`src/rtl/cbm_pkg.sv`:
```
// Shared types and constants of the cartridge bank mapper.
package cbm_pkg;

  localparam int ChrWindows = 8;
  localparam int PrgWindows = 3;
  localparam int QueueDepth = 2;
  localparam int CfgAddrW = 3;

  localparam logic [7:0] LastPrgReset = 8'd31;
  localparam logic [7:0] PrgBank2Reset = 8'((LastPrgReset - 8'd1) & 8'h7F);

  typedef enum logic [1:0] {
    FUNC_CPU_WRITE = 2'd0,
    FUNC_TICK      = 2'd1,
    FUNC_CPU_READ  = 2'd2,
    FUNC_PPU_READ  = 2'd3
  } func_e;

  typedef enum logic [3:0] {
    OP_NOP,
    OP_SET_CHR,
    OP_SET_PRG,
    OP_SET_MIRROR,
    OP_SET_RELOAD,
    OP_LOAD_COUNT,
    OP_SET_ENABLE,
    OP_TICK,
    OP_PRG_READ,
    OP_CHR_READ
  } op_e;

  typedef struct packed {
    op_e         op;
    logic [2:0]  idx;
    logic [7:0]  data;
    logic [12:0] offset;
  } cmd_t;

  typedef struct packed {
    logic full;
    logic empty;
  } queue_status_t;

endpackage

```
`src/rtl/cbm_if.sv`:
```
// Valid/ready channel interfaces for mapper items and mapper results.
interface cbm_in_if;
  logic       valid;
  logic       ready;
  logic [1:0] func;
  logic [15:0] bus_address;
  logic [7:0] write_data;
  logic [8:0] scanline_number;
  logic       rendering_on;

  modport source (output valid, func, bus_address, write_data, scanline_number, rendering_on,
                  input ready);
  modport sink (input valid, func, bus_address, write_data, scanline_number, rendering_on,
                output ready);
endinterface

interface cbm_out_if;
  logic        valid;
  logic        ready;
  logic        irq_pulse;
  logic [20:0] mapped_address;
  logic [1:0]  mirror_mode;

  modport source (output valid, irq_pulse, mapped_address, mirror_mode, input ready);
  modport sink (input valid, irq_pulse, mapped_address, mirror_mode, output ready);
endinterface

```
`src/rtl/cbm_front.sv`:
```
// Front end: accepts items and decodes them into mapper commands.
module cbm_front #(
  parameter int LAST_VISIBLE_LINE = 240
) (
  cbm_in_if.sink          in_i,
  input  logic            full_i,
  output logic            push_o,
  output cbm_pkg::cmd_t   cmd_o
);

  localparam logic [8:0] LastLine = 9'(LAST_VISIBLE_LINE);
  localparam logic [2:0] GrpChr = 3'b000;
  localparam logic [2:0] GrpCtl = 3'b001;
  localparam logic [2:0] RegPrg0 = 3'd0;
  localparam logic [2:0] RegPrg1 = 3'd1;
  localparam logic [2:0] RegPrg2 = 3'd2;
  localparam logic [2:0] RegMirror = 3'd4;
  localparam logic [2:0] RegReload = 3'd5;
  localparam logic [2:0] RegCounter = 3'd6;
  localparam logic [2:0] RegEnable = 3'd7;

  logic [15:0] addr;

  assign addr = in_i.bus_address;
  assign in_i.ready = !full_i;
  assign push_o = in_i.valid && !full_i;

  always_comb begin
    cmd_o.op = cbm_pkg::OP_NOP;
    cmd_o.idx = addr[2:0];
    cmd_o.data = in_i.write_data;
    cmd_o.offset = addr[12:0];
    case (cbm_pkg::func_e'(in_i.func))
      cbm_pkg::FUNC_CPU_WRITE: begin
        if (addr[15]) begin
          if (addr[14:12] == GrpChr) begin
            cmd_o.op = cbm_pkg::OP_SET_CHR;
          end else if (addr[14:12] == GrpCtl) begin
            case (addr[2:0])
              RegPrg0, RegPrg1, RegPrg2: cmd_o.op = cbm_pkg::OP_SET_PRG;
              RegMirror: cmd_o.op = cbm_pkg::OP_SET_MIRROR;
              RegReload: cmd_o.op = cbm_pkg::OP_SET_RELOAD;
              RegCounter: cmd_o.op = cbm_pkg::OP_LOAD_COUNT;
              RegEnable: cmd_o.op = cbm_pkg::OP_SET_ENABLE;
              default: cmd_o.op = cbm_pkg::OP_NOP;
            endcase
          end
        end
      end
      cbm_pkg::FUNC_TICK: begin
        if (in_i.scanline_number <= LastLine && in_i.rendering_on) begin
          cmd_o.op = cbm_pkg::OP_TICK;
        end
      end
      cbm_pkg::FUNC_CPU_READ: begin
        if (addr[15]) begin
          cmd_o.op = cbm_pkg::OP_PRG_READ;
          cmd_o.idx = {1'b0, addr[14:13]};
        end
      end
      cbm_pkg::FUNC_PPU_READ: begin
        if (addr[15:13] == 3'b000) begin
          cmd_o.op = cbm_pkg::OP_CHR_READ;
          cmd_o.idx = addr[12:10];
        end
      end
      default: cmd_o.op = cbm_pkg::OP_NOP;
    endcase
  end

endmodule

```
`src/rtl/cbm_queue.sv`:
```
// Short command queue between the decode front end and the execution back end.
module cbm_queue (
  input  logic                   clk_i,
  input  logic                   rst_ni,
  input  logic                   push_i,
  input  cbm_pkg::cmd_t          cmd_i,
  input  logic                   pop_i,
  output cbm_pkg::cmd_t          cmd_o,
  output cbm_pkg::queue_status_t status_o
);

  localparam int PtrW = $clog2(cbm_pkg::QueueDepth);
  localparam int CntW = $clog2(cbm_pkg::QueueDepth + 1);
  localparam logic [CntW-1:0] DepthCnt = CntW'(cbm_pkg::QueueDepth);
  localparam logic [PtrW-1:0] LastPtr = PtrW'(cbm_pkg::QueueDepth - 1);

  cbm_pkg::cmd_t   mem_q [cbm_pkg::QueueDepth];
  logic [PtrW-1:0] wr_ptr_q, wr_ptr_d;
  logic [PtrW-1:0] rd_ptr_q, rd_ptr_d;
  logic [CntW-1:0] count_q, count_d;
  logic            do_push, do_pop;

  assign status_o.full = (count_q == DepthCnt);
  assign status_o.empty = (count_q == '0);
  assign cmd_o = mem_q[rd_ptr_q];
  assign do_push = push_i && !status_o.full;
  assign do_pop = pop_i && !status_o.empty;

  always_comb begin
    wr_ptr_d = wr_ptr_q;
    rd_ptr_d = rd_ptr_q;
    count_d = count_q;
    if (do_push) begin
      wr_ptr_d = (wr_ptr_q == LastPtr) ? '0 : wr_ptr_q + 1'b1;
    end
    if (do_pop) begin
      rd_ptr_d = (rd_ptr_q == LastPtr) ? '0 : rd_ptr_q + 1'b1;
    end
    if (do_push && !do_pop) begin
      count_d = count_q + 1'b1;
    end else if (do_pop && !do_push) begin
      count_d = count_q - 1'b1;
    end
  end

  always_ff @(posedge clk_i or negedge rst_ni) begin
    if (!rst_ni) begin
      wr_ptr_q <= '0;
      rd_ptr_q <= '0;
      count_q <= '0;
    end else begin
      wr_ptr_q <= wr_ptr_d;
      rd_ptr_q <= rd_ptr_d;
      count_q <= count_d;
    end
  end

  always_ff @(posedge clk_i) begin
    if (do_push) begin
      mem_q[wr_ptr_q] <= cmd_i;
    end
  end

endmodule

```
`src/rtl/cbm_back.sv`:
```
// Back end: holds the bank, mirroring and interrupt state and produces results.
module cbm_back (
  input  logic                   clk_i,
  input  logic                   rst_ni,
  input  logic [7:0]             last_prg_i,
  input  cbm_pkg::cmd_t          cmd_i,
  input  cbm_pkg::queue_status_t status_i,
  output logic                   pop_o,
  cbm_out_if.source              out_o
);

  logic [7:0]  prg_q [cbm_pkg::PrgWindows];
  logic [7:0]  chr_q [cbm_pkg::ChrWindows];
  logic [1:0]  mirror_q, mirror_d;
  logic [7:0]  count_q, count_d;
  logic [7:0]  reload_q, reload_d;
  logic        enable_q, enable_d;
  logic        pending_q, pending_d;
  logic        pulse_d;
  logic [20:0] mapped_d;
  logic [7:0]  cnt_cur, cnt_dec, win_bank;
  logic        out_valid_q;
  logic        out_pulse_q;
  logic [20:0] out_mapped_q;
  logic [1:0]  out_mirror_q;

  assign pop_o = !status_i.empty && (!out_valid_q || out_o.ready);
  assign out_o.valid = out_valid_q;
  assign out_o.irq_pulse = out_pulse_q;
  assign out_o.mapped_address = out_mapped_q;
  assign out_o.mirror_mode = out_mirror_q;

  always_comb begin
    case (cmd_i.idx[1:0])
      2'd0: win_bank = prg_q[0];
      2'd1: win_bank = prg_q[1];
      2'd2: win_bank = prg_q[2];
      default: win_bank = last_prg_i;
    endcase
  end

  assign cnt_cur = pending_q ? reload_q : count_q;
  assign cnt_dec = cnt_cur - 8'd1;

  always_comb begin
    mirror_d = mirror_q;
    count_d = count_q;
    reload_d = reload_q;
    enable_d = enable_q;
    pending_d = pending_q;
    pulse_d = 1'b0;
    mapped_d = '0;
    case (cmd_i.op)
      cbm_pkg::OP_SET_MIRROR: mirror_d = cmd_i.data[1:0];
      cbm_pkg::OP_SET_RELOAD: reload_d = cmd_i.data;
      cbm_pkg::OP_LOAD_COUNT: begin
        count_d = reload_q;
        pending_d = 1'b0;
      end
      cbm_pkg::OP_SET_ENABLE: begin
        enable_d = cmd_i.data[0];
        if (cmd_i.data[0]) begin
          pending_d = 1'b1;
        end
      end
      cbm_pkg::OP_TICK: begin
        if (enable_q) begin
          pending_d = 1'b0;
          count_d = cnt_cur;
          if (cnt_cur != 8'd0) begin
            if (cnt_dec == 8'd0) begin
              count_d = reload_q;
              pulse_d = 1'b1;
            end else begin
              count_d = cnt_dec;
            end
          end
        end
      end
      cbm_pkg::OP_PRG_READ: mapped_d = {win_bank, cmd_i.offset};
      cbm_pkg::OP_CHR_READ: mapped_d = {3'b000, chr_q[cmd_i.idx], cmd_i.offset[9:0]};
      default: mapped_d = '0;
    endcase
  end

  always_ff @(posedge clk_i or negedge rst_ni) begin
    if (!rst_ni) begin
      prg_q[0] <= 8'd0;
      prg_q[1] <= 8'd1;
      prg_q[2] <= cbm_pkg::PrgBank2Reset;
      for (int i = 0; i < cbm_pkg::ChrWindows; i++) begin
        chr_q[i] <= 8'(i);
      end
      mirror_q <= '0;
      count_q <= '0;
      reload_q <= '0;
      enable_q <= 1'b0;
      pending_q <= 1'b0;
      out_valid_q <= 1'b0;
    end else begin
      if (pop_o) begin
        if (cmd_i.op == cbm_pkg::OP_SET_CHR) begin
          chr_q[cmd_i.idx] <= cmd_i.data;
        end
        if (cmd_i.op == cbm_pkg::OP_SET_PRG) begin
          case (cmd_i.idx[1:0])
            2'd0: prg_q[0] <= cmd_i.data;
            2'd1: prg_q[1] <= cmd_i.data;
            default: prg_q[2] <= cmd_i.data;
          endcase
        end
        mirror_q <= mirror_d;
        count_q <= count_d;
        reload_q <= reload_d;
        enable_q <= enable_d;
        pending_q <= pending_d;
        out_valid_q <= 1'b1;
      end else if (out_o.ready) begin
        out_valid_q <= 1'b0;
      end
    end
  end

  always_ff @(posedge clk_i) begin
    if (pop_o) begin
      out_pulse_q <= pulse_d;
      out_mapped_q <= mapped_d;
      out_mirror_q <= mirror_d;
    end
  end

endmodule

```
`src/rtl/cartridge_bank_mapper_scanline_irq_unit.sv`:
```
// Cartridge bank mapper with scanline interrupt counter: top level.
// The unit takes one item per clock cycle while the command queue is not full
// and returns exactly one result per item, in order. Each item is decoded in
// the cycle of its transfer and written into the command queue, then executed
// from the queue into the output register when the back end pops it. The
// two-entry command queue and the output register let either side stall
// without stopping the other. The last PRG bank register is selected by
// configuration addresses 0 to 3, where paddr[2] is low.
module cartridge_bank_mapper_scanline_irq_unit #(
  parameter int LAST_VISIBLE_LINE = 240
) (
  input  logic                         clk_i,
  input  logic                         rst_ni,
  cbm_in_if.sink                       in_i,
  cbm_out_if.source                    out_o,
  input  logic                         psel,
  input  logic                         penable,
  input  logic                         pwrite,
  input  logic [cbm_pkg::CfgAddrW-1:0] paddr,
  input  logic [31:0]                  pwdata,
  output logic [31:0]                  prdata,
  output logic                         pready
);

  logic                   last_prg_sel;
  logic                   cfg_write;
  logic [7:0]             last_prg_q;
  logic                   push;
  logic                   pop;
  cbm_pkg::cmd_t          front_cmd;
  cbm_pkg::cmd_t          back_cmd;
  cbm_pkg::queue_status_t q_status;

  assign pready = 1'b1;
  assign last_prg_sel = (paddr[cbm_pkg::CfgAddrW-1] == 1'b0);
  assign cfg_write = psel && penable && pwrite && pready && last_prg_sel;
  assign prdata = last_prg_sel ? {24'd0, last_prg_q} : 32'd0;

  always_ff @(posedge clk_i or negedge rst_ni) begin
    if (!rst_ni) begin
      last_prg_q <= cbm_pkg::LastPrgReset;
    end else if (cfg_write) begin
      last_prg_q <= pwdata[7:0];
    end
  end

  cbm_front #(
    .LAST_VISIBLE_LINE(LAST_VISIBLE_LINE)
  ) u_front (
    .in_i   (in_i),
    .full_i (q_status.full),
    .push_o (push),
    .cmd_o  (front_cmd)
  );

  cbm_queue u_queue (
    .clk_i    (clk_i),
    .rst_ni   (rst_ni),
    .push_i   (push),
    .cmd_i    (front_cmd),
    .pop_i    (pop),
    .cmd_o    (back_cmd),
    .status_o (q_status)
  );

  cbm_back u_back (
    .clk_i      (clk_i),
    .rst_ni     (rst_ni),
    .last_prg_i (last_prg_q),
    .cmd_i      (back_cmd),
    .status_i   (q_status),
    .pop_o      (pop),
    .out_o      (out_o)
  );

  a_queue_status: assert property (@(posedge clk_i) disable iff (!rst_ni)
    !(q_status.full && q_status.empty))
    else $error("command queue reports full and empty at once");

  a_pulse_no_address: assert property (@(posedge clk_i) disable iff (!rst_ni)
    (out_o.valid && out_o.irq_pulse) |-> (out_o.mapped_address == 21'd0))
    else $error("interrupt result carries a translated address");

  a_cfg_write: assert property (@(posedge clk_i) disable iff (!rst_ni)
    cfg_write |=> (last_prg_q == $past(pwdata[7:0])))
    else $error("last PRG bank register missed a configuration write");

  a_pop_needs_entry: assert property (@(posedge clk_i) disable iff (!rst_ni)
    pop |-> !q_status.empty)
    else $error("back end took a command from an empty queue");

endmodule
```
`src/flat_wrapper.sv`:
```
// flat-port wrapper written by rule: the top's interface ports become plain ports
module cartridge_bank_mapper_scanline_irq_unit_flat 
#(
  parameter int LAST_VISIBLE_LINE = 240
)
  (clk_i, rst_ni, psel, penable, pwrite, paddr, pwdata, prdata, pready, in_i_valid, in_i_func, in_i_bus_address, in_i_write_data, in_i_scanline_number, in_i_rendering_on, in_i_ready, out_o_valid, out_o_irq_pulse, out_o_mapped_address, out_o_mirror_mode, out_o_ready);
  cbm_in_if in_i_i ();
  cbm_out_if out_o_i ();
  input  logic clk_i;
  input  logic rst_ni;
  input  logic psel;
  input  logic penable;
  input  logic pwrite;
  input  logic [cbm_pkg::CfgAddrW-1:0] paddr;
  input  logic [31:0] pwdata;
  output logic [31:0] prdata;
  output logic pready;
  input wire logic [$bits(in_i_i.valid)-1:0] in_i_valid;
  input wire logic [$bits(in_i_i.func)-1:0] in_i_func;
  input wire logic [$bits(in_i_i.bus_address)-1:0] in_i_bus_address;
  input wire logic [$bits(in_i_i.write_data)-1:0] in_i_write_data;
  input wire logic [$bits(in_i_i.scanline_number)-1:0] in_i_scanline_number;
  input wire logic [$bits(in_i_i.rendering_on)-1:0] in_i_rendering_on;
  output wire logic [$bits(in_i_i.ready)-1:0] in_i_ready;
  output wire logic [$bits(out_o_i.valid)-1:0] out_o_valid;
  output wire logic [$bits(out_o_i.irq_pulse)-1:0] out_o_irq_pulse;
  output wire logic [$bits(out_o_i.mapped_address)-1:0] out_o_mapped_address;
  output wire logic [$bits(out_o_i.mirror_mode)-1:0] out_o_mirror_mode;
  input wire logic [$bits(out_o_i.ready)-1:0] out_o_ready;
  assign in_i_i.valid = in_i_valid;
  assign in_i_i.func = in_i_func;
  assign in_i_i.bus_address = in_i_bus_address;
  assign in_i_i.write_data = in_i_write_data;
  assign in_i_i.scanline_number = in_i_scanline_number;
  assign in_i_i.rendering_on = in_i_rendering_on;
  assign in_i_ready = in_i_i.ready;
  assign out_o_valid = out_o_i.valid;
  assign out_o_irq_pulse = out_o_i.irq_pulse;
  assign out_o_mapped_address = out_o_i.mapped_address;
  assign out_o_mirror_mode = out_o_i.mirror_mode;
  assign out_o_i.ready = out_o_ready;
  cartridge_bank_mapper_scanline_irq_unit #(.LAST_VISIBLE_LINE(LAST_VISIBLE_LINE)) u_core (.clk_i(clk_i), .rst_ni(rst_ni), .in_i(in_i_i), .out_o(out_o_i), .psel(psel), .penable(penable), .pwrite(pwrite), .paddr(paddr), .pwdata(pwdata), .prdata(prdata), .pready(pready));
endmodule
```
`config.mk`:
```
export PLATFORM = sky130hd
export DESIGN_NAME = cartridge_bank_mapper_scanline_irq_unit_flat
export DESIGN_NICKNAME = d
export VERILOG_FILES = /design/src/rtl/cbm_pkg.sv /design/src/rtl/cbm_if.sv /design/src/rtl/cbm_front.sv /design/src/rtl/cbm_queue.sv /design/src/rtl/cbm_back.sv /design/src/rtl/cartridge_bank_mapper_scanline_irq_unit.sv /design/src/flat_wrapper.sv
export SDC_FILE = /design/constraint.sdc
export NUM_CORES = 1
export LEC_CHECK = 0
export BUFFER_PORTS_ARGS = -buffer_cell sky130_fd_sc_hd__buf_4
export CORE_UTILIZATION = 30
export CTS_CLUSTER_DIAMETER = 30
export CTS_CLUSTER_SIZE = 10
export DETAILED_ROUTE_END_ITERATION = 10
export GPL_TIMING_DRIVEN = 0
export PLACE_DENSITY = 0.54
export SLEW_MARGIN = 5
export SYNTH_ARGS = -nofsm -noshare
export SYNTH_HDL_FRONTEND = slang
export SYNTH_SLANG_ARGS = --single-unit
export TNS_END_PERCENT = 5
```
`constraint.sdc`:
```
create_clock -name clk_i -period 3.8 [get_ports clk_i]
set_clock_uncertainty 0.1 [all_clocks]
set_input_delay 0.57 -clock clk_i [delete_from_list [all_inputs] [get_ports clk_i]]
set_output_delay 0.57 -clock clk_i [all_outputs]
set_load 0.02 [all_outputs]
```
; ---- Word level (Yosys, flattened, before mapping)
; Memory sizes are Yosys's and may differ from the RTL's.
; Index checks and enable logic that the tools add are counted.
[op_classes]
addsub = 5
order_cmp = 3
eq_ne = 24
mux = 36
bitwise = 3
reduce_logical = 40
[op_table]
columns = op, count
row1 = 64-bit bitwise mux, 1
row2 = 8-bit two-way mux, 8
row3 = 21-bit one-hot mux with 2 select lines, 1
row4 = 8-bit binary-select mux with 3-bit select, 1
row5 = 8-bit demux with 3-bit select, 1
row6 = 8-bit one-hot mux with 3 select lines, 1
row7 = "4-bit by 3-bit == test with 1-bit output, second input constant", 4
row8 = 4-bit one-hot mux with 4 select lines, 1
row9 = 8-bit one-hot mux with 2 select lines, 1
row10 = 3-bit one-hot mux with 5 select lines, 1
row11 = 3-bit AND reduction, 5
row12 = 7-bit two-way mux, 2
row13 = "3-bit == test, second input constant", 4
row14 = 3-bit two-way mux, 4
row15 = 1-bit logical AND, 11
row16 = "9-bit by 8-bit <= comparator with 1-bit output, second input constant", 1
row17 = 3-bit logical NOT, 3
row18 = 1-bit two-way mux, 9
row19 = "2-bit == test, second input constant", 4
row20 = "4-bit by 2-bit == test with 1-bit output, second input constant", 2
row21 = "4-bit == test, second input constant", 2
row22 = 8-bit logical NOT, 1
row23 = 8-bit nonzero test, 1
row24 = "8-bit by 1-bit subtractor with 8-bit output, second input constant", 1
row25 = 24 further kinds, 41
[totals]
register_bits = 145
ramBits = 56
out_inout_bits = 59
wordCells = 136
mem_count = 1
[mem_list]
columns = name, depth, word_bits, rd, rd_clocked_by_memory_dff, write_ports, line
row1 = u_core.u_queue.mem_q, 2, 28, 1, 0, 1, cbm_queue.sv:17  ; cbm_pkg::cmd_t mem_q [cbm_pkg::QueueDepth];

; ---- Logic depth before layout (Yosys ltp)
; Gate-level depths: netlist of the first run.
[logic_depth]
ltp_word = 8
mapped_depth = 13
ltp_nobuf = 8

; ---- Modules after synthesis
; From an unflattened synthesis of the first run, not the netlist that was laid out.
[hier_totals]
cells_unflattened = 657
hier_area_um2 = 9695.5
[modules_own_cells]
columns = mod, instances, cells_each, area_each_um2
row1 = cbm_back, 1, 446, 6470.0
row2 = cbm_queue, 1, 106, 2264.7
row3 = cartridge_bank_mapper_scanline_irq_unit, 1, 52, 585.6
row4 = cbm_front, 1, 53, 375.4

; ---- Worst setup path before layout of the first run
; OpenSTA, ideal clock, no wires.
[synth_timing]
kind = input -> register
from = input out_o_ready
to = register u_core.u_back.chr_q[53] (netlist name)
setup_ps = 78
t_arrival_ps = 2967
required_ps = 3622
slack_ps = 656
cell_stages = 7
n_path_buf = 1
path_cell_list = clkinv_1 -> a21oi_2 -> nand3_2 -> nor4_4 -> buf_4 -> nor2_1 -> a21oi_1
[synth_via]
elab_chain_cells = 3
[synth_lines]
columns = element, line
row1 = from (decl), flat_wrapper.sv:29  ; input wire logic [$bits(out_o_i.ready)-1:0] out_o_ready;
row2 = 1-bit logical OR, cbm_back.sv:27  ; assign pop_o = !status_i.empty && (!out_valid_q || out_o.ready);
row3 = 1-bit logical AND, cbm_back.sv:27
row4 = named net u_core.pop, cartridge_bank_mapper_scanline_irq_unit.sv:29  ; logic pop;
row5 = 2-bit AND reduction (no source line), n/a
row6 = "to (signal, indexed assignment)", cbm_back.sv:92  ; chr_q[i] <= 8'(i);
row7 = "to (signal, indexed assignment)", cbm_back.sv:103  ; chr_q[cmd_i.idx] <= cmd_i.data;
row8 = to (decl), cbm_back.sv:13  ; logic [7:0] chr_q [cbm_pkg::ChrWindows];
; The timed path passes the listed nets, and every way through them passes these cells.
; A chain may end at the register's enable or synchronous reset.

; ---- Final worst setup path of the first run
[layout_timing]
from = register u_core.u_back.pending_q
to = register u_core.u_back.out_pulse_q (netlist: u_core.u_back.out_o.irq_pulse), data pin
[layout_via]
elab_chain_cells = 4
[layout_lines]
columns = element, line
row1 = from (decl), cbm_back.sv:18  ; logic pending_q, pending_d;
row2 = from (signal assigned), cbm_back.sv:116  ; pending_q <= pending_d;
row3 = 8-bit two-way mux (*), cbm_back.sv:42  ; assign cnt_cur = pending_q ? reload_q : count_q;
row4 = 8-bit by 1-bit subtractor with 8-bit output, cbm_back.sv:43  ; assign cnt_dec = cnt_cur - 8'd1;
row5 = 8-bit logical NOT, cbm_back.sv:71  ; if (cnt_dec == 8'd0) begin
row6 = 1-bit two-way mux, cbm_back.sv:71
row7 = to (signal assigned), cbm_back.sv:126  ; out_pulse_q <= pulse_d;
row8 = to (decl), cbm_back.sv:23  ; logic out_pulse_q;
; Every way passes the cells marked *; elsewhere a longest branch is shown, timed or not.

==> run metrics, run 1 <==
total vias in the final route 7,107; largest net degree at the start of global routing 80; CP startpoint kind flop; max-slew violation count 0; first-pass GRT wire length 38.9 mm; core outline area 0.0308 mm^2; # rows 64; vias in the first global route 7,011; relative slew slack 0.306; PortBufs 85; FFs w/ async S/R, synth 0.602; Hold Path Class in2reg; Arr. time, crit path 3.78 ns; clk_lat worst skew 0.53 ns; reg2reg end u_core.u_back.out_o.irq_pulse; area occupied by multi-input gates 0.00364 mm^2; share of cells above drive strength 1 0.254; Worst Setup EP u_core.u_back.out_o.irq_pulse; required time worst endpoint 4.00 ns; Seq/Total Area, Yosys 0.576; Final Cycle Share 0.942; area leader, netlist dfrtp_1; router iterations before antenna repair 8; CTS clk-pin slew, worst paths 0.05 ns; DIE WIDTH 180 um; status complete, but fails checks; FF+latch area 0.00546 mm^2; R2R cell count 12; Yosys top cell area share 0.261; register-to-register setup slack 0.22 ns; r2r startpoint u_core.u_back.pending_q; crit path launch u_core.u_back.pending_q; Final GP Congestion 0.857; number of endpoints failing setup at the final stage 0; drt via density 4.85; CTS Buf Count 43; Detail Placement HPWL 16.5 mm; area delta synth->final 29.3%; ANT cells 0; clock buffer depth 3; ys flop type dfrtp_1; Worst Tran Pin Value 1.04 ns; Starting Density 0.308; Seq cells post-synth 201; Root Buffer clkbuf_16; critical path class reg2reg; Setup TNS Final 0 ns; syn avg cell area 10.8 um^2; Yosys cell types 80; synthesized cell area 0.00948 mm^2; Die Y 180 um; die area 0.0323 mm^2; Syn Inst Count 879; top cells by area, synth dfrtp_1, edfxtp_1, dfstp_2; boundary pin count 137; P_leak 5.08 nW; Final nets 1,116; Setup crit end kind flop; PD cells 839 mW/mm^2; Post-synth EDFFs 80; # fillers 2,976; Synth warnings 0; postcts setup bufs 0; Total Routed Length 24.4 mm; achievable clock frequency 279 MHz; Clock Sinks 201; First DRT Iteration DRCs 429; violated checks DRC; Final Hold Viols 0; post-route cell area 0.0123 mm^2; post-route ant nets 0; worst vdd ir 0.000421 V; fin cells 1,465; dpl cells 1,385; GRT Total Usage 0.152; Fin Hold WS 0.131 ns; DP Area 0.0108 mm^2; initial antenna violation count 0; total global routing overflow 0; drt wl/cell 16.7 um; TritonCTS clock tree done; fin crit period 3.58 ns; RSZ-0062 raised after global routing no; max-cap violations 0; H-Tree Depth 2; worst-path maximum fanout 10; Residual DRC 5
-- per-layer routing --
layer	vias up	part of all wire	GRT usage
li1	3416	-	-
met1	3409	0.46	0.207
met2	233	0.45	0.239
met3	49	0.054	0.0290
met4	0	0.027	0.0576
met5	-	0	0
-- where the power goes --
| group | internal [mW] | switching (mW) |
|---|---|---|
| clock network | 2.52 | 1.19 |
| logic | 1.12 | 1.95 |
| registers | 3.10 | 0.401 |
| total | 6.74 | 3.54 |
-- stage by stage --
| stage | power, mW | utilization | setup slack (ns) |
|---|---|---|---|
| after floorplan | 5.50 | - | 0.656 |
| after global placement | 6.55 | 0.347 | -0.787 |
| after detailed placement | 6.62 | 0.350 | 0.0879 |
| after CTS | 10.4 | 0.397 | 0.0437 |
| after global routing | 10.8 | 0.397 | 0.0541 |
| final | 10.3 | 0.397 | 0.219 |
-- state kept, by name, indices dropped and copies added, names as in the netlist --
name	cells
u_core.u_back.chr_q	64
u_core.u_queue.mem_q	56
u_core.u_back.prg_q	24
u_core.u_back.out_o.mapped_address	21
u_core.last_prg_q	8
u_core.u_back.count_q	8
u_core.u_back.reload_q	8
u_core.u_back.mirror_q	2
u_core.u_back.out_o.mirror_mode	2
u_core.u_queue.count_q	2
u_core.u_back.enable_q	1
u_core.u_back.out_o.irq_pulse	1
u_core.u_back.out_o.valid	1
u_core.u_back.pending_q	1
u_core.u_queue.rd_ptr_q	1
u_core.u_queue.wr_ptr_q	1
-- cell type report --
cell class,count,share of cell area
buffer,72,0.0344
timing repair buffer,88,0.0577
clock buffer,53,0.0951
clock inverter,27,0.0246
sequential,201,0.445
tap,396,0.0404
multi-input combinational,610,0.297
inverter,18,0.00551
-- worst min path at each step --
stage,start,endpoint,slack (ns),depth (start not counted)
detailed placement,u_core.u_back.prg_q[8],u_core.u_back.prg_q[8],0.36,2
floorplan,rst_ni,u_core.last_prg_q[5],0.17,0
global placement,u_core.u_back.prg_q[8],u_core.u_back.prg_q[8],0.35,2
CTS,in_i_write_data[4],u_core.u_queue.mem_q[0][17],0.11,1
global route,in_i_bus_address[3],u_core.u_queue.mem_q[1][3],0.11,1
finish,in_i_bus_address[8],u_core.u_queue.mem_q[1][8],0.13,1
-- Yosys cell counts, drive strengths merged (10+ instances only) --
master / count
nor4: 10
nand3: 42
dfstp: 22
mux2: 11
nor3: 15
buf: 52
inv: 17
nor2: 111
edfxtp: 80
dfrtp: 99
a21oi: 93
o21ai: 32
clkbuf: 21
nand2: 104
mux2i: 33
-- logic make-up (layout without fill, tap and decap cells) --
kind of cell,count (synthesis),count (layout),synth area share
buffers and inverters,91,258,0.0520
flip-flops,201,201,0.576
multiplexers,52,52,0.0686
adder cells (fa/ha/maj),4,4,0.00528
AND/OR/NAND/NOR,333,333,0.171
XOR/XNOR,11,11,0.0102
other,2,25,0.000792
AO/OA/AOI/OAI,185,185,0.116
-- cell usage in the layout (no fill, tap or decap), drive strengths merged, types with 8 or more instances in the layout --
cell,Yosys,final
a21oi,93,93
mux4,8,8
inv,17,19
o22ai,9,9
nor3,15,15
nor2,111,111
nand2,104,104
dfstp,22,22
conb,2,25
edfxtp,80,80
buf,52,139
nor4,10,10
dfrtp,99,99
mux2i,33,33
clkinv,1,15
mux2,11,11
clkbuf,21,73
o21ai,32,32
nor2b,9,9
nand3,42,42
-- what timing repair did --
item,4_1_cts,5_1_grt
hold endpoints to repair,30,0
resized for setup,0,2
endpoints found under the setup margin,0,7
hold buffers,1,0
-- worst max-delay path: stages (launching register included) --
cell     delay [ns]
dfrtp_1        0.33
buf_6          0.13
buf_2          0.23
buf_2          0.32
mux2i_2        0.39
ha_2           0.39
nor3b_1        0.23
o32ai_1        0.12
a31oi_1        0.33
and4b_1        0.25
buf_4          0.15
nand2_1        0.09
nor3_1         0.31
(Power assumes the default switching activity.)
==> run 2, diff against run 1 <==
--- a/config.mk
+++ b/config.mk
@@ -6,12 +6,14 @@
 export NUM_CORES = 1
 export LEC_CHECK = 0
 export BUFFER_PORTS_ARGS = -buffer_cell sky130_fd_sc_hd__buf_4
+export CELL_PAD_IN_SITES_DETAIL_PLACEMENT = 0
+export CELL_PAD_IN_SITES_GLOBAL_PLACEMENT = 1
 export CORE_UTILIZATION = 30
 export CTS_CLUSTER_DIAMETER = 30
 export CTS_CLUSTER_SIZE = 10
 export DETAILED_ROUTE_END_ITERATION = 10
 export GPL_TIMING_DRIVEN = 0
-export PLACE_DENSITY = 0.54
+export PLACE_DENSITY = 0.64
 export SLEW_MARGIN = 5
 export SYNTH_ARGS = -nofsm -noshare
 export SYNTH_HDL_FRONTEND = slang
==> run 2 against run 1 <==
Against the previous run: the run still ends with DRC left; sequential share of layout area up 0.078 points; clock power is 1% lower; hold slack better by 0.0088 ns; via count hardly changed; largest cell class unchanged.
==> run metrics, run 2 (same netlist as run 1, synthesis figures left out) <==
largest net degree at the start of global routing 65 (-19%); Die Y 180 um (unchanged); PortBufs 85 (unchanged); total global routing overflow 0 (unchanged); Final Cycle Share 0.889 (-0.0535); CTS Buf Count 43 (unchanged); die area 0.0323 mm^2 (unchanged); Pint 6.75 mW (about the same); Final nets 1,116 (unchanged); max-cap violations 0 (unchanged); First DRT Iteration DRCs 423 (-1.4%); most frequent cells in the layout buf_4, nor2_1, nand2_1, dfrtp_1, a21oi_1; critical path's slowest cell mux2i_1; total vias in the final route 7,110 (+0.042%); area delta synth->final 29.0%; TritonCTS clock tree done; DIE WIDTH 180 um (unchanged); max-slew violation count 0 (unchanged); Setup TNS Final 0 ns (unchanged); clk_lat worst skew 0.51 ns (-0.02 ns); worst-path cell chain buf_6 > buf_2 > buf_2 > mux2i_1 > ha_4 > nor3b_1 > o32ai_1 > a31oi_1 > and4b_1 > buf_4 > nand2_1 > nor3_1; Root Buffer clkbuf_16; P_sw 3.53 mW (-0.45%); Detail Placement HPWL 17.1 mm (+3.8%); Largest register FFs 64 (unchanged); violated checks DRC; PD cells 840 mW/mm^2 (about the same); worst-path maximum fanout 10 (unchanged); Arr. time, crit path 3.59 ns (-0.19 ns); status complete, but fails checks; fin crit period 3.38 ns (-0.203 ns); dpl cells 1,385 (unchanged); Final Hold Viols 0 (unchanged); Clock Sinks 201 (unchanged); required time worst endpoint 4.02 ns (+0.02 ns); Largest Register u_core.u_back.chr_q; Starting Density 0.308 (unchanged); share of cells above drive strength 1 0.251 (-0.00234); post-route ant nets 0 (unchanged); Critical path buffers and inverters 4 (unchanged); most common cell after layout, fill and taps aside buf_4; # fillers 2,992 (+0.54%); boundary pin count 137 (unchanged); total power 10.3 mW (-0.10%); Worst Tran Pin Value 1.01 ns (-0.0344 ns); initial antenna violation count 0 (unchanged); RSZ-0062 raised after global routing no; relative slew slack 0.310 (+0.00374); FF+latch area 0.00546 mm^2 (unchanged); switching share of power 0.343 (-0.00121); CTS clk-pin slew, worst paths 0.05 ns (about the same); CP startpoint kind flop; Clk pwr share 0.356 (-0.004); ANT cells 0 (unchanged); Residual DRC 1 (-4); delay-heaviest family, CP buffers and inverters; worst vdd ir 0.000355 V (-16%); router iterations before antenna repair 10 (+2); # rows 64 (unchanged); achievable clock frequency 296 MHz (+6.0%); Hold Path Class in2reg; critical path class reg2reg; first-pass GRT wire length 40.1 mm (+3.2%); clock buffer depth 3 (unchanged); slowest cell delay on critical path 0.44 ns (+0.05 ns); core outline area 0.0308 mm^2 (unchanged); number of endpoints failing setup at the final stage 0 (unchanged); drt wl/cell 17.2 um (+3.3%); part of the power in registers 0.342 (about the same); Setup crit end kind flop; combinational power share 0.301 (+0.002); Final GP Congestion 0.795 (-7.3%); P_leak 5.08 nW (-0.15%); area occupied by multi-input gates 0.00365 mm^2 (+0.28%); drt via density 4.86 (+0.18%); GRT Total Usage 0.158 (+0.00600); most numerous cell on the critical path buf_2; fin cells 1,463 (-0.14%); largest registers u_core.u_back.chr_q: 64 flops, u_core.u_queue.mem_q: 56 flops, u_core.u_back.prg_q: 24 flops; Total Routed Length 25.2 mm (+3.1%); vias in the first global route 7,053 (+0.60%); H-Tree Depth 2 (unchanged)
## run 2: cell types whose count changed in the layout (fill, tap and decap cells not counted)
cell / previous run / this run
bufinv_16: 5 / 6
clkbuf_1: 26 / 25
clkbuf_16: 44 / 43
clkinv_1: 4 / 6
clkinv_2: 7 / 9
clkinv_4: 3 / 1
clkinv_8: 1 / 0
clkinvlp_4: 6 / 5
ha_2: 1 / 0
ha_4: 0 / 1
inv_6: 2 / 1
## run 2: per-stage QoR
stage / setup WS (ns) / instance area (um^2) / hold WS, ns / util
CTS: 0.0448 / 12200 / 0.122 / 0.396
global route: 0.0701 / 12200 / 0.116 / 0.397
global placement: -0.823 / 10700 / 0.354 / 0.347
detailed placement: 0.0589 / 10800 / 0.375 / 0.350
floorplan: 0.656 / 9570 / 0.174 / -
finish: 0.423 / 12200 / 0.139 / 0.397
## run 2: worst reg2reg max path, stage by stage (launching register included)
cell     delay, ns
dfrtp_1       0.33
buf_6         0.13
buf_2         0.23
buf_2         0.31
mux2i_1       0.45
ha_4          0.28
nor3b_1       0.20
o32ai_1       0.11
a31oi_1       0.31
and4b_1       0.24
buf_4         0.15
nand2_1       0.09
nor3_1        0.26
## run 2: cell type report
class	instances	share of cell area
flip-flops and latches	201	0.446
multi-input cells	610	0.298
clock buffers	51	0.0929
repair buffers	88	0.0578
well taps	396	0.0405
plain buffers	72	0.0345
clock inverters	27	0.0244
inverters	18	0.00552
## run 2: worst paths after layout
check | from | endpoint | slack (ns) | depth (start not counted)
hold / removal | in_i_bus_address[6] | u_core.u_queue.mem_q[0][6] | 0.14 | 1
max in group asynchronous | rst_ni | u_core.last_prg_q[4] | 2.30 | 3
setup reg to reg | u_core.u_back.pending_q | u_core.u_back.out_o.irq_pulse | 0.42 | 12
hold reg to reg | u_core.u_back.prg_q[8] | u_core.u_back.prg_q[8] | 0.38 | 2
setup / recovery | u_core.u_back.pending_q | u_core.u_back.out_o.irq_pulse | 0.42 | 12
min in group asynchronous | rst_ni | u_core.u_back.chr_q[60] | 0.52 | 2
## run 2: power groups by stage
| stage | Combinational (mW) | Sequential (mW) | Clock [mW] |
|---|---|---|---|
| after floorplan | 1.95 | 3.55 | 0 |
| after global placement | 3.04 | 3.54 | 0 |
| after detailed placement | 3.11 | 3.54 | 0 |
| after CTS | 3.12 | 3.52 | 3.73 |
| after global routing | 3.41 | 3.61 | 3.85 |
| final | 3.10 | 3.52 | 3.66 |
## run 2: what timing repair did
item / CTS / global route
resized for setup: 0 / 3
endpoints found under the hold margin: 52 / 0
buffers inserted: 0 / 0
hold buffers: 1 / 0
setup endpoints to repair: 0 / 9
## run 2: metal layers
metal	part of all wire	GRT usage	vias to the layer above
met3	0.056	0.0298	45
met4	0.017	0.0434	0
met1	0.46	0.218	3434
met2	0.47	0.253	214
li1	-	-	3417
met5	0	0	-
==> run 3, diff against run 2 <==
--- a/config.mk
+++ b/config.mk
@@ -5,7 +5,7 @@
 export SDC_FILE = /design/constraint.sdc
 export NUM_CORES = 1
 export LEC_CHECK = 0
-export BUFFER_PORTS_ARGS = -buffer_cell sky130_fd_sc_hd__buf_4
+export BUFFER_PORTS_ARGS = -buffer_cell sky130_fd_sc_hd__buf_2
 export CELL_PAD_IN_SITES_DETAIL_PLACEMENT = 0
 export CELL_PAD_IN_SITES_GLOBAL_PLACEMENT = 1
 export CORE_UTILIZATION = 30
==> run 3 against run 2 <==
Against the previous run: critical path type unchanged; routed wire length decreased by 0.29%; final area decreased by 0.43%; register-to-register slack got worse by 0.09 ns; sequential cell count unchanged; sequential power about the same; hold slack improved by 0.0074 ns; clock-buffer cell count increased by 3; core utilization decreased by 0.17 points; critical path depth decreased by 2; the flow still finishes with violations (DRC); final cell count unchanged; via count decreased by 1.1%; maximum frequency decreased by 2.6%.
==> run metrics, run 3 (same netlist as run 1, synthesis figures left out) <==
Setup WS pre-CTS 0.0162 ns (-0.0427 ns); total power 10.7 mW (+3.6%); post-route ant nets 0 (unchanged); Setup TNS Final 0 ns (unchanged); router iterations before antenna repair 8 (-2); Hold Path Class in2reg; number of endpoints failing setup at the final stage 0 (unchanged); most numerous cell on the critical path buf_2; CTS clk-pin slew, worst paths 0.05 ns (about the same); met2 WL 11.6 mm (-1.5%); Root Buffer clkbuf_16; part of the power in registers 0.330 (-0.012); CP startpoint kind flop; worst vdd ir 0.000540 V (+52%); total global routing overflow 0 (unchanged); Total Routed Length 25.1 mm (-0.29%); Detail Placement HPWL 16.9 mm (-1.4%); vias in the first global route 6,948 (-1.5%); postcts setup bufs 0 (unchanged); DIE WIDTH 180 um (unchanged); required time worst endpoint 4.02 ns (about the same); RSZ-0062 raised after global routing no; achievable clock frequency 288 MHz (-2.6%); Residual DRC 1 (unchanged); combinational power share 0.283 (-0.018); ANT cells 0 (unchanged); switching share of power 0.333 (-0.00973); uppermost routed layer met5; H-Tree Depth 2 (unchanged); fin crit period 3.47 ns (+0.0897 ns); TritonCTS clock tree done; Final Cycle Share 0.912 (+0.0236); met1 WL 11.8 mm (+2.0%); clock buffer depth 3 (unchanged); first-pass GRT wire length 39.9 mm (-0.50%); P_leak 5.10 nW (+0.55%); worst-path cell chain buf_6 > buf_2 > buf_2 > mux2i_2 > ha_2 > o2111ai_1 > or4_1 > nand3_1 > nand2_1 > nor3_1; Largest register FFs 64 (unchanged); relative slew slack 0.323 (+0.0136); die area 0.0323 mm^2 (unchanged); area delta synth->final 28.5%; most common cell after layout, fill and taps aside nor2_1; Arr. time, crit path 3.68 ns (+0.09 ns); GRT Total Usage 0.157 (-0.000621); DP Area 0.0106 mm^2 (-2.0%); CTS Buf Count 42 (-2.3%); PortBufs 85 (unchanged); delay-heaviest family, CP simple AND/OR/NAND/NOR gates; Pint 7.10 mW (+5.2%); P_sw 3.55 mW (+0.70%); total vias in the final route 7,034 (-1.1%); dpl cells 1,385 (unchanged); critical path class reg2reg; Starting Density 0.308 (unchanged); core outline area 0.0308 mm^2 (unchanged); violated checks DRC; max-slew violation count 0 (unchanged); initial antenna violation count 1 (+1); fin cells 1,463 (unchanged); share of cells above drive strength 1 0.254 (+0.00281); status complete, but fails checks; clk_lat worst skew 0.52 ns (about the same); First DRT Iteration DRCs 398 (-5.9%); most frequent cells in the layout nor2_1, nand2_1, buf_2, dfrtp_1, a21oi_1; Final Hold Viols 0 (unchanged); PD cells 874 mW/mm^2 (+4.1%); worst-path maximum fanout 10 (unchanged); max-cap violations 0 (unchanged); largest net degree at the start of global routing 66 (+1.5%); post-route cell area 0.0122 mm^2 (-0.43%); Final nets 1,115 (-0.090%); Die Y 180 um (unchanged); Critical path buffers and inverters 3 (-1); drt via density 4.81 (-1.1%); boundary pin count 137 (unchanged); # rows 64 (unchanged); largest registers u_core.u_back.chr_q: 64 flops, u_core.u_queue.mem_q: 56 flops, u_core.u_back.prg_q: 24 flops; Largest Register u_core.u_back.chr_q; Setup crit end kind flop; drt wl/cell 17.2 um (-0.29%); routed wl met3 1.22 mm (-14%); Worst Tran Pin Value 0.987 ns (-0.0198 ns); final critical-path setup slack 0.333 ns (-0.0897 ns); slowest cell delay on critical path 0.45 ns (about the same); Clk pwr share 0.387 (+0.031); Final GP Congestion 0.840 (+5.8%); critical path's slowest cell or4_1; Clock Sinks 201 (unchanged)
==> run 3: changes by cell type in the layout (fill, tap and decap cells not counted), moves of 2 or more <==
cell and delta:
clkinv_1 -4, clkinv_4 +3, buf_4 -84, bufinv_16 +5, clkbuf_16 +2, clkinv_2 -4, buf_2 +84, inv_6 +2
clkinvlp_4 -5
==> run 3: repair_timing <==
item / 4_1_cts / 5_1_grt
hold buffers: 1 / 0
hold endpoints to repair: 51 / 0
endpoints found under the setup margin: 0 / 8
resized for setup: 0 / 2
==> run 3: area by class of cell <==
type / instances / area [um^2]
Multi-Input combinational cell: 610 / 3640
Clock buffer: 54 / 1190
Clock inverter: 24 / 420
Tap cell: 396 / 495
Timing Repair Buffer: 88 / 489
Inverter: 18 / 67.6
Sequential cell: 201 / 5460
Buffer: 72 / 422
Fill cell: 2985 / 18600
==> run 3: path summary, 6_finish.rpt <==
check                                        startpoint                       endpoint  slack [ns]  cells past startpoint
min in group asynchronous                        rst_ni        u_core.u_back.chr_q[46]        0.51                      2
worst min-delay path                in_i_bus_address[9]     u_core.u_queue.mem_q[0][9]        0.15                      1
worst max register to register  u_core.u_back.pending_q  u_core.u_back.out_o.irq_pulse        0.33                     10
worst min register to register   u_core.u_back.prg_q[8]         u_core.u_back.prg_q[8]        0.37                      2
worst max-delay path            u_core.u_back.pending_q  u_core.u_back.out_o.irq_pulse        0.33                     10
max in group asynchronous                        rst_ni           u_core.last_prg_q[0]        2.30                      3
==> run 3: power by group through the flow <==
stage | Clock, mW | Sequential (mW) | Combinational (mW)
floorplan | 0 | 3.55 | 1.95
global placement | 0 | 3.54 | 2.96
detailed placement | 0 | 3.54 | 3.03
CTS | 4.20 | 3.51 | 3.04
global route | 4.31 | 3.60 | 3.31
finish | 4.12 | 3.52 | 3.01
==> run 3: metrics by stage <==
step | util | hold slack (ns)
floorplan | - | 0.174
global placement | 0.340 | 0.353
detailed placement | 0.342 | 0.360
CTS | 0.395 | 0.125
global route | 0.395 | 0.128
finish | 0.395 | 0.147
==> run 3: worst reg2reg max path: stages, from the launching register on <==
cell and delay (ns):
dfrtp_1 0.35, buf_6 0.13, buf_2 0.23, buf_2 0.32, mux2i_2 0.38, ha_2 0.38, o2111ai_1 0.18, or4_1 0.45
nand3_1 0.35, nand2_1 0.14, nor3_1 0.27
==> run 3: metal layers <==
metal,track usage,up-vias
li1,-,3415
met1,0.219,3379
met2,0.248,197
met3,0.0286,41
met4,0.0493,2
met5,0,-
